File: config.mk
export PLATFORM = sky130hd
export DESIGN_NAME = imu_frame_parser
export DESIGN_NICKNAME = d
export VERILOG_FILES = /design/src/rtl/ifp_pkg.sv /design/src/rtl/ifp_front.sv /design/src/rtl/ifp_queue.sv /design/src/rtl/ifp_back.sv /design/src/rtl/imu_frame_parser.sv
export SDC_FILE = /design/constraint.sdc
export NUM_CORES = 2
export LEC_CHECK = 0
export BUFFER_PORTS_ARGS = -buffer_cell sky130_fd_sc_hd__buf_2
export CORE_UTILIZATION = 50
export DETAILED_ROUTE_END_ITERATION = 6
export HOLD_SLACK_MARGIN = 0.12
export MAX_ROUTING_LAYER = met4
export PLACE_DENSITY = 0.64
export SKIP_LAST_GASP = 1
export SYNTH_ARGS = -nofsm -noshare
export SYNTH_HDL_FRONTEND = slang
export SYNTH_SLANG_ARGS = --single-unit
File: constraint.sdc
create_clock -name clk -period 29.9 [get_ports clk]
set_input_delay 5.98 -clock clk [delete_from_list [all_inputs] [get_ports clk]]
set_output_delay 5.98 -clock clk [all_outputs]
set_load 0.05 [all_outputs]
File: src/rtl/ifp_pkg.sv
// Shared constants and types for the IMU frame parser.
package ifp_pkg;

  // Framing
  localparam int SYNC_LENGTH     = 4;
  localparam int FRAME_LENGTH    = 34;
  localparam int NUM_CH          = 12;
  localparam int FIRST_WORD_BYTE = 9;

  localparam logic [7:0] SYNC_BYTE = 8'hFF;
  // Sum of the sync bytes, the checksum's starting value
  localparam logic [7:0] SYNC_SUM  = 8'((SYNC_LENGTH * 255) % 256);

  // Register file
  localparam int SCALE_W = 26;
  localparam int CFG_IDX_W = 3;
  localparam logic [CFG_IDX_W-1:0] REG_GYRO_FS   = 3'd0;
  localparam logic [CFG_IDX_W-1:0] REG_ACCEL_FS  = 3'd1;
  localparam logic [CFG_IDX_W-1:0] REG_MAG_FS    = 3'd2;
  localparam logic [CFG_IDX_W-1:0] REG_TEMP_SLOPE  = 3'd3;
  localparam logic [CFG_IDX_W-1:0] REG_TEMP_OFFSET = 3'd4;

  localparam logic [SCALE_W-1:0] GYRO_FS_RST     = 26'd29491200;
  localparam logic [SCALE_W-1:0] ACCEL_FS_RST    = 26'd196608;
  localparam logic [SCALE_W-1:0] MAG_FS_RST      = 26'd93389;
  localparam logic [SCALE_W-1:0] TEMP_SLOPE_RST  = 26'd39009524;
  localparam logic [SCALE_W-1:0] TEMP_OFFSET_RST = 26'd1638400;

  // Channel numbering
  localparam logic [3:0] CH_ACCEL0 = 4'd3;
  localparam logic [3:0] CH_MAG0   = 4'd6;
  localparam logic [3:0] CH_TEMP0  = 4'd9;
  localparam logic [3:0] CH_LAST   = 4'(NUM_CH - 1);

  // Frame queue
  localparam int QUEUE_DEPTH = 2;
  localparam int QPTR_W      = $clog2(QUEUE_DEPTH);

  typedef logic [15:0] word_t;

  typedef struct packed {
    logic [NUM_CH-1:0][15:0] words;
    logic [7:0]              message_id;
    logic [15:0]             sample_time;
    logic                    checksum_ok;
  } frame_t;

  typedef struct packed {
    logic [SCALE_W-1:0] gyro_fs;
    logic [SCALE_W-1:0] accel_fs;
    logic [SCALE_W-1:0] mag_fs;
    logic [SCALE_W-1:0] temp_slope;
    logic [SCALE_W-1:0] temp_offset;
  } scale_cfg_t;

endpackage

File: src/rtl/ifp_front.sv
// Byte-level front end: sync hunt, frame capture and checksum.
module ifp_front import ifp_pkg::*; (
  input  logic       clk,
  input  logic       rst,
  input  logic       rx_valid,
  output logic       rx_stall,
  input  logic [7:0] rx_byte,
  input  logic       q_full,
  output logic       push,
  output frame_t     frame
);

  localparam logic [5:0] LAST_POS   = 6'(FRAME_LENGTH - 1);
  localparam logic [5:0] WORD_FIRST = 6'(FIRST_WORD_BYTE);
  localparam logic [5:0] WORD_END   = 6'(FIRST_WORD_BYTE + 2 * NUM_CH);

  logic        in_frame;
  logic [2:0]  sync_run;
  logic [5:0]  pos;
  logic [7:0]  sum;
  logic [7:0]  msg_id;
  logic [15:0] timer;
  word_t       words [NUM_CH];

  logic        at_check;
  logic        accept;
  logic [2:0]  run_inc;
  logic [5:0]  wofs;
  logic        in_words;
  logic [3:0]  widx;

  assign at_check = in_frame && (pos == LAST_POS);
  // only the checksum byte needs room in the queue
  assign rx_stall = at_check && q_full;
  assign accept   = rx_valid && !rx_stall;
  assign push     = accept && at_check;
  assign run_inc  = sync_run + 3'd1;
  assign wofs     = pos - WORD_FIRST;
  assign in_words = (pos >= WORD_FIRST) && (pos < WORD_END);
  assign widx     = wofs[4:1];

  always_ff @(posedge clk) begin
    if (rst) begin
      in_frame <= 1'b0;
      sync_run <= '0;
      pos      <= '0;
      sum      <= '0;
      msg_id   <= '0;
      timer    <= '0;
    end else if (accept) begin
      if (!in_frame) begin
        if (rx_byte == SYNC_BYTE) begin
          if (run_inc >= 3'(SYNC_LENGTH)) begin
            sync_run <= '0;
            in_frame <= 1'b1;
            pos      <= '0;
            sum      <= SYNC_SUM;
          end else begin
            sync_run <= run_inc;
          end
        end else begin
          sync_run <= '0;
        end
      end else if (at_check) begin
        in_frame <= 1'b0;
        pos      <= '0;
        sum      <= '0;
        sync_run <= '0;
      end else begin
        sum <= sum + rx_byte;
        pos <= pos + 6'd1;
        if (pos == 6'd0) begin
          msg_id <= rx_byte;
        end
        if (pos == 6'd3) begin
          timer[15:8] <= rx_byte;
        end
        if (pos == 6'd4) begin
          timer[7:0] <= rx_byte;
        end
      end
    end
  end

  // sample words: high byte first
  always_ff @(posedge clk) begin
    if (accept && in_frame && !at_check && in_words) begin
      if (!wofs[0]) begin
        words[widx] <= {rx_byte, 8'h00};
      end else begin
        words[widx][7:0] <= rx_byte;
      end
    end
  end

  always_comb begin
    for (int k = 0; k < NUM_CH; k++) begin
      frame.words[k] = words[k];
    end
    frame.message_id  = msg_id;
    frame.sample_time = timer;
    frame.checksum_ok = (rx_byte == sum);
  end

endmodule

File: src/rtl/ifp_queue.sv
// Short queue of captured frames between front and back end.
module ifp_queue import ifp_pkg::*; (
  input  logic   clk,
  input  logic   rst,
  input  logic   push,
  input  frame_t wr_frame,
  output logic   full,
  input  logic   pop,
  output logic   q_valid,
  output frame_t rd_frame
);

  frame_t              mem [QUEUE_DEPTH];
  logic [QPTR_W-1:0]   wr_ptr;
  logic [QPTR_W-1:0]   rd_ptr;
  logic [QPTR_W:0]     count;

  assign full     = (count == (QPTR_W+1)'(QUEUE_DEPTH));
  assign q_valid  = (count != '0);
  assign rd_frame = mem[rd_ptr];

  always_ff @(posedge clk) begin
    if (push) begin
      mem[wr_ptr] <= wr_frame;
    end
  end

  always_ff @(posedge clk) begin
    if (rst) begin
      wr_ptr <= '0;
      rd_ptr <= '0;
      count  <= '0;
    end else begin
      if (push) begin
        wr_ptr <= wr_ptr + 1'b1;
      end
      if (pop) begin
        rd_ptr <= rd_ptr + 1'b1;
      end
      if (push && !pop) begin
        count <= count + 1'b1;
      end else if (pop && !push) begin
        count <= count - 1'b1;
      end
    end
  end

endmodule

File: src/rtl/ifp_back.sv
// Back end: walks the twelve channels of a frame, scales and emits them.
module ifp_back import ifp_pkg::*; (
  input  logic               clk,
  input  logic               rst,
  input  logic               q_valid,
  input  frame_t             head,
  output logic               pop,
  input  scale_cfg_t         cfg,
  output logic               res_valid,
  input  logic               res_stall,
  output logic [3:0]         channel,
  output logic signed [15:0] raw_value,
  output logic signed [27:0] scaled_value,
  output logic [7:0]         message_id,
  output logic [15:0]        sample_time,
  output logic               checksum_ok,
  output logic               last_of_frame
);

  logic [3:0]          ch;
  logic                o_load;
  logic                p_load;
  logic                p_adv;
  logic                issue;
  word_t               sel_word;
  logic [SCALE_W-1:0]  sel_scale;
  logic signed [42:0]  prod;

  // multiply stage
  logic                p_valid;
  logic signed [42:0]  p_prod;
  logic [3:0]          p_ch;
  word_t               p_raw;
  logic [7:0]          p_id;
  logic [15:0]         p_time;
  logic                p_ok;
  logic                p_temp;

  assign o_load = !res_valid || !res_stall;
  assign p_adv  = p_valid && o_load;
  assign p_load = !p_valid || o_load;
  assign issue  = q_valid && p_load;
  assign pop    = issue && (ch == CH_LAST);

  always_comb begin
    sel_word = head.words[ch];
    if (ch < CH_ACCEL0) begin
      sel_scale = cfg.gyro_fs;
    end else if (ch < CH_MAG0) begin
      sel_scale = cfg.accel_fs;
    end else if (ch < CH_TEMP0) begin
      sel_scale = cfg.mag_fs;
    end else begin
      sel_scale = cfg.temp_slope;
    end
  end

  assign prod = $signed(sel_word) * $signed({1'b0, sel_scale});

  always_ff @(posedge clk) begin
    if (rst) begin
      ch        <= '0;
      p_valid   <= 1'b0;
      res_valid <= 1'b0;
    end else begin
      if (issue) begin
        ch <= (ch == CH_LAST) ? 4'd0 : ch + 4'd1;
      end
      if (p_load) begin
        p_valid <= issue;
      end
      if (o_load) begin
        res_valid <= p_valid;
      end
    end
  end

  always_ff @(posedge clk) begin
    if (issue) begin
      p_prod <= prod;
      p_ch   <= ch;
      p_raw  <= sel_word;
      p_id   <= head.message_id;
      p_time <= head.sample_time;
      p_ok   <= head.checksum_ok;
      p_temp <= (ch >= CH_TEMP0);
    end
    if (p_adv) begin
      // arithmetic >>15 floors, matching the negative rounding
      scaled_value  <= p_prod[42:15] + (p_temp ? {2'b00, cfg.temp_offset} : 28'd0);
      channel       <= p_ch;
      raw_value     <= p_raw;
      message_id    <= p_id;
      sample_time   <= p_time;
      checksum_ok   <= p_ok;
      last_of_frame <= (p_ch == CH_LAST);
    end
  end

  a_ch_range: assert property (@(posedge clk) disable iff (rst) ch <= CH_LAST)
    else $error("channel counter out of range");

  a_last_ch: assert property (@(posedge clk) disable iff (rst)
    res_valid && last_of_frame |-> channel == CH_LAST)
    else $error("last_of_frame on wrong channel");

  a_pipe_hold: assert property (@(posedge clk) disable iff (rst)
    p_valid && !o_load |=> p_valid && $stable(p_ch))
    else $error("multiply stage lost an item under stall");

  a_pop_wrap: assert property (@(posedge clk) disable iff (rst)
    pop |=> ch == 4'd0)
    else $error("channel counter not rewound after frame");

endmodule

File: src/rtl/imu_frame_parser.sv
// Top level of the IMU frame parser: registers, front end, queue, back end.
// Input: one byte per cycle; stall only on the checksum byte when the frame queue is full.
// Results leave through the queue, the multiply stage and the output register once the
// checksum byte is taken, one per cycle while res_stall is low: twelve results per frame.
// Frame queue holds two frames, so output stalls reach the byte input only after that.
// Reset (rst, synchronous) returns the parser to sync hunting, empties the queue and
// output pipe and loads the default full-scale, slope and offset values.
module imu_frame_parser import ifp_pkg::*; (
  input  logic                 clk,
  input  logic                 rst,
  // byte input
  input  logic                 rx_valid,
  output logic                 rx_stall,
  input  logic [7:0]           rx_byte,
  // results
  output logic                 res_valid,
  input  logic                 res_stall,
  output logic [3:0]           channel,
  output logic signed [15:0]   raw_value,
  output logic signed [27:0]   scaled_value,
  output logic [7:0]           message_id,
  output logic [15:0]          sample_time,
  output logic                 checksum_ok,
  output logic                 last_of_frame,
  // register writes
  input  logic                 cfg_valid,
  output logic                 cfg_ready,
  input  logic [CFG_IDX_W-1:0] cfg_index,
  input  logic [SCALE_W-1:0]   cfg_data
);

  scale_cfg_t cfg;
  logic       push;
  logic       q_full;
  logic       q_valid;
  logic       pop;
  frame_t     wr_frame;
  frame_t     head;

  // register port never stalls; unknown indexes are dropped
  assign cfg_ready = 1'b1;

  always_ff @(posedge clk) begin
    if (rst) begin
      cfg.gyro_fs     <= GYRO_FS_RST;
      cfg.accel_fs    <= ACCEL_FS_RST;
      cfg.mag_fs      <= MAG_FS_RST;
      cfg.temp_slope  <= TEMP_SLOPE_RST;
      cfg.temp_offset <= TEMP_OFFSET_RST;
    end else if (cfg_valid && cfg_ready) begin
      case (cfg_index)
        REG_GYRO_FS:     cfg.gyro_fs     <= cfg_data;
        REG_ACCEL_FS:    cfg.accel_fs    <= cfg_data;
        REG_MAG_FS:      cfg.mag_fs      <= cfg_data;
        REG_TEMP_SLOPE:  cfg.temp_slope  <= cfg_data;
        REG_TEMP_OFFSET: cfg.temp_offset <= cfg_data;
        default: begin
        end
      endcase
    end
  end

  // sync hunt and frame capture; pushes a whole frame on the checksum byte
  ifp_front u_front (
    .clk      (clk),
    .rst      (rst),
    .rx_valid (rx_valid),
    .rx_stall (rx_stall),
    .rx_byte  (rx_byte),
    .q_full   (q_full),
    .push     (push),
    .frame    (wr_frame)
  );

  // decouples byte intake from result delivery
  ifp_queue u_queue (
    .clk      (clk),
    .rst      (rst),
    .push     (push),
    .wr_frame (wr_frame),
    .full     (q_full),
    .pop      (pop),
    .q_valid  (q_valid),
    .rd_frame (head)
  );

  // one channel per cycle through multiplier and output register, unless res_stall holds it
  ifp_back u_back (
    .clk           (clk),
    .rst           (rst),
    .q_valid       (q_valid),
    .head          (head),
    .pop           (pop),
    .cfg           (cfg),
    .res_valid     (res_valid),
    .res_stall     (res_stall),
    .channel       (channel),
    .raw_value     (raw_value),
    .scaled_value  (scaled_value),
    .message_id    (message_id),
    .sample_time   (sample_time),
    .checksum_ok   (checksum_ok),
    .last_of_frame (last_of_frame)
  );

endmodule
==> qor.txt <==
result of the run: finished with violations
violations in the final reports: DRC
remaining global-route overflow: 0
via/cell ratio: 5.49
count of fill cells added during filler insertion: 7973
worst hold path class: flip-flop to flip-flop
Cell Area, Synth: 49200 um^2
Startpoint Class: primary input
GP Congestion: 0.896
placement-stage cell area: 51400 um^2
average detailed-routed wire length per instance: 21.4 um
initial cell density of the core: 0.507
Yosys warning count: 0
buffers added on ports: 117
cell leakage power: 21.1 nW
cell row count: 114
synthesized area per cell: 12.9 um^2
pin count of the biggest net entering global routing: 105
iteration-0 DRC count of the detailed router: 2341
number of global-route vias before repair: 30000
TritonCTS clock tree: yes
hold violation total from the final report: 0
number of search-and-repair iterations in the first detailed-routing pass: 7
number of cell instances on the worst register-to-register path: 28
setup slack, reg-to-reg: 20.02 ns
Top-Level Pins: 119
GRT Util Overall: 0.241
unrepaired setup endpoints after global routing: no
share of synthesized flip-flops with an asynchronous set or reset: 0
Min-Delay Startpoint: u_front.words[6][5]$_DFFE_PP_
final worst hold slack: 0.406 ns
peak supply drop: 0.0534 mV
chip height: 316 um
destination of the critical timing path: u_queue.mem[1][25]$_DFFE_PP_
flip-flop cell with the highest count after synthesis: edfxtp_1
die area: 99600 um^2
Setup Skew: 0.0546 ns
antenna violations before repair: 1
Clock Path Buffers: 3
Data arrival, critical path: 10.39 ns
CTS hold repair buffers: 0
post-CTS resize count: 0
pin slew with the least headroom to its limit: 1.20 ns
synthesized netlist cell count: 3818
worst setup path startpoint: rx_byte[5]
HPWL reported at the end of detailed placement: 77.1 mm
Die W: 316 um
NumNets Final: 4510
maximum level of the CTS H-tree: 3
number of enable flip-flop cells after synthesis: 774
post-CTS repair timing setup buffer count: 0
clock latency on the worst-skew pair: 0.69 ns
Post-Synthesis Net Count: 4374
required time of the worst setup path: 30.16 ns
end of the worst register-to-register path: u_back.p_prod[42]$_DFFE_PP_
final period utilization: 0.339
Area growth, synth to finish: 10.9%
Max-slew headroom: 0.194
Worst-path clk slew: 0.06 ns
largest fanout on the critical path: 79
first-pass GRT wire length: 175 mm
Design Area, Final: 54500 um^2
sequential cell area fraction in the yosys report: 0.547
endpoints failing setup: 0
power per standard cell area: 58.0 nW/um^2
number of antenna-violating nets in the routed design: 0
share of post-route cells with drive strength above 1: 0.129
Core Footprint: 97000 um^2
Final TNS setup: 0 ns
register bit total from synthesis: 957
Final min period: 10.13 ns
highest attainable clock frequency: 98.7 MHz
final routed wirelength across all metal layers: 114 mm
crit end category: flip-flop
DR DRC count: 18
Num Clock Sinks: 957
Inserted Clock Buffers: 97
count of different cell masters after synthesis: 76
Max-Cap Viols: 0
library cell used as clock root buffer: clkbuf_16
Setup Crit Path Kind: primary input to flip-flop
total number of vias: 29200
pins over their slew limit: 0
layout make-up:
cell class,instances,area [um^2],share of cell area
Timing Repair Buffer,196,1180,0.0217
Sequential cell,957,26900,0.493
Multi-Input combinational cell,2264,20000,0.367
Antenna cell,1,2.50,0.0000459
Clock buffer,134,2650,0.0485
Clock inverter,48,524,0.00961
Inverter,438,1640,0.0301
Tap cell,1276,1600,0.0293
per-layer routing:
metal | wire length, um | track usage | up-vias
li1 | - | - | 13300
met1 | 47200 | 0.303 | 14800
met2 | 57100 | 0.402 | 845
met3 | 5780 | 0.0317 | 223
met4 | 3830 | 0.0818 | 0
met5 | 0 | - | -
sequential cells by signal (all words and copies together) (netlist names), 28 cells and up, named ones only:
| register | flops |
|---|---|
| u_back.scaled_value | 28 |
| cfg | 130 |
| u_back.p_prod | 28 |
| u_front.words | 192 |
| u_queue.mem | 434 |
how the worst min path moves through the flow:
stage	endpoint	slack (ns)	cells after the start
after floorplan	u_back.checksum_ok$_DFFE_PP_	0.40	0
after global placement	u_back.message_id[6]$_DFFE_PP_	0.40	0
after detailed placement	u_back.message_id[2]$_DFFE_PP_	0.40	0
after CTS	u_queue.mem[0][126]$_DFFE_PP_	0.40	0
after global routing	u_back.message_id[6]$_DFFE_PP_	0.42	0
final	u_queue.mem[0][126]$_DFFE_PP_	0.41	0
synthesized netlist by cell type (all sizes together) (7+ instances only):
cell type  instances  area (um^2)
clkinv             9         33.8
dfxtp            183         3660
buf               54          292
and3               7         43.8
and2              55          344
nand2            526         1970
o21a               8         60.1
mux2              25          282
nor2b             15         96.3
or2                8         50.1
ha               179         2240
nor2             342         1280
nand3b            35          263
nand3             51          255
nand2b            21          131
mux2i             39          390
nand4             12         75.1
xor2              21          184
a311oi            24          216
xnor2             52          455
a21o              52          390
fa               335         6710
a22oi              7         52.6
a21oi            201         1030
edfxtp           774        23200
inv              429         1610
o21bai            10         75.1
mux4             106         2400
clkbuf           105          394
o21ai             43          245
nor3              22          115
cells in the final DEF, fill, tap and decap left out, types with 11 or more instances in the layout:
cell type  synthesis  final
xnor2_1           52     52
clkbuf_1         105     29
buf_2             29    116
buf_4              8     79
xor2_1            21     21
nor2_1           342    341
mux2_2            25     25
clkinv_2           0     18
nor3_1            21     20
a21oi_1          194    189
fa_1             335    335
nand3_1           51     51
clkinv_1           9     21
inv_1            425    425
a311oi_1          23     23
nand2_1          526    526
nand4_1           12     12
a21o_1            52     52
a21oi_2            7     11
clkbuf_16          0     97
nand2b_1          21     21
and2_1            55     54
o21ai_0           32     29
edfxtp_1         774    774
nor2b_1           14     13
mux2i_1           39     39
dfxtp_1          183    179
nand3b_1          35     35
mux4_2           103    103
ha_1             179    179
metrics by stage:
step / power (mW) / utilization / worst slack [ns] / cells
after detailed placement: 2.00 / 0.530 / 19.09 / 5131
after CTS: 3.19 / 0.562 / 19.79 / 5313
after global routing: 3.30 / 0.562 / 19.43 / 5313
after global placement: 2.00 / 0.530 / 19.14 / 5131
final: 3.16 / 0.562 / 19.77 / 5314
after floorplan: 1.86 / - / 7.30 / 3818
worst max-delay path, stage by stage:
cell and delay [ns]:
buf_2 0.37, nand4_1 0.16, or2_2 0.34, nor2_1 0.13, o21ai_0 0.22, nor2_1 0.32
and2_4 0.86, buf_4 0.85, buf_4 0.97
cell families (layout without fill, tap and decap cells):
family          count (synthesis)  after routing  share of synthesized area
simple gates                 1119           1119                     0.0981
flops                         957            957                      0.547
buf+inv                       597            816                     0.0474
fa+ha+maj                     514            514                      0.182
compound gates                387            387                     0.0500
mux                           170            170                     0.0624
xor+xnor                       73             73                     0.0130
other cells                     1              2                  0.0000762
report_power, final:
group | switching [mW] | leakage (nW) | total (mW) | internal (mW)
clock | 0.512 | 1.54 | 1.19 | 0.678
combinational | 0.309 | 11.2 | 0.521 | 0.213
sequential | 0.00212 | 8.36 | 1.45 | 1.45
total | 0.823 | 21.1 | 3.16 | 2.34
No activity file was read; power rests on OpenSTA's default activity.
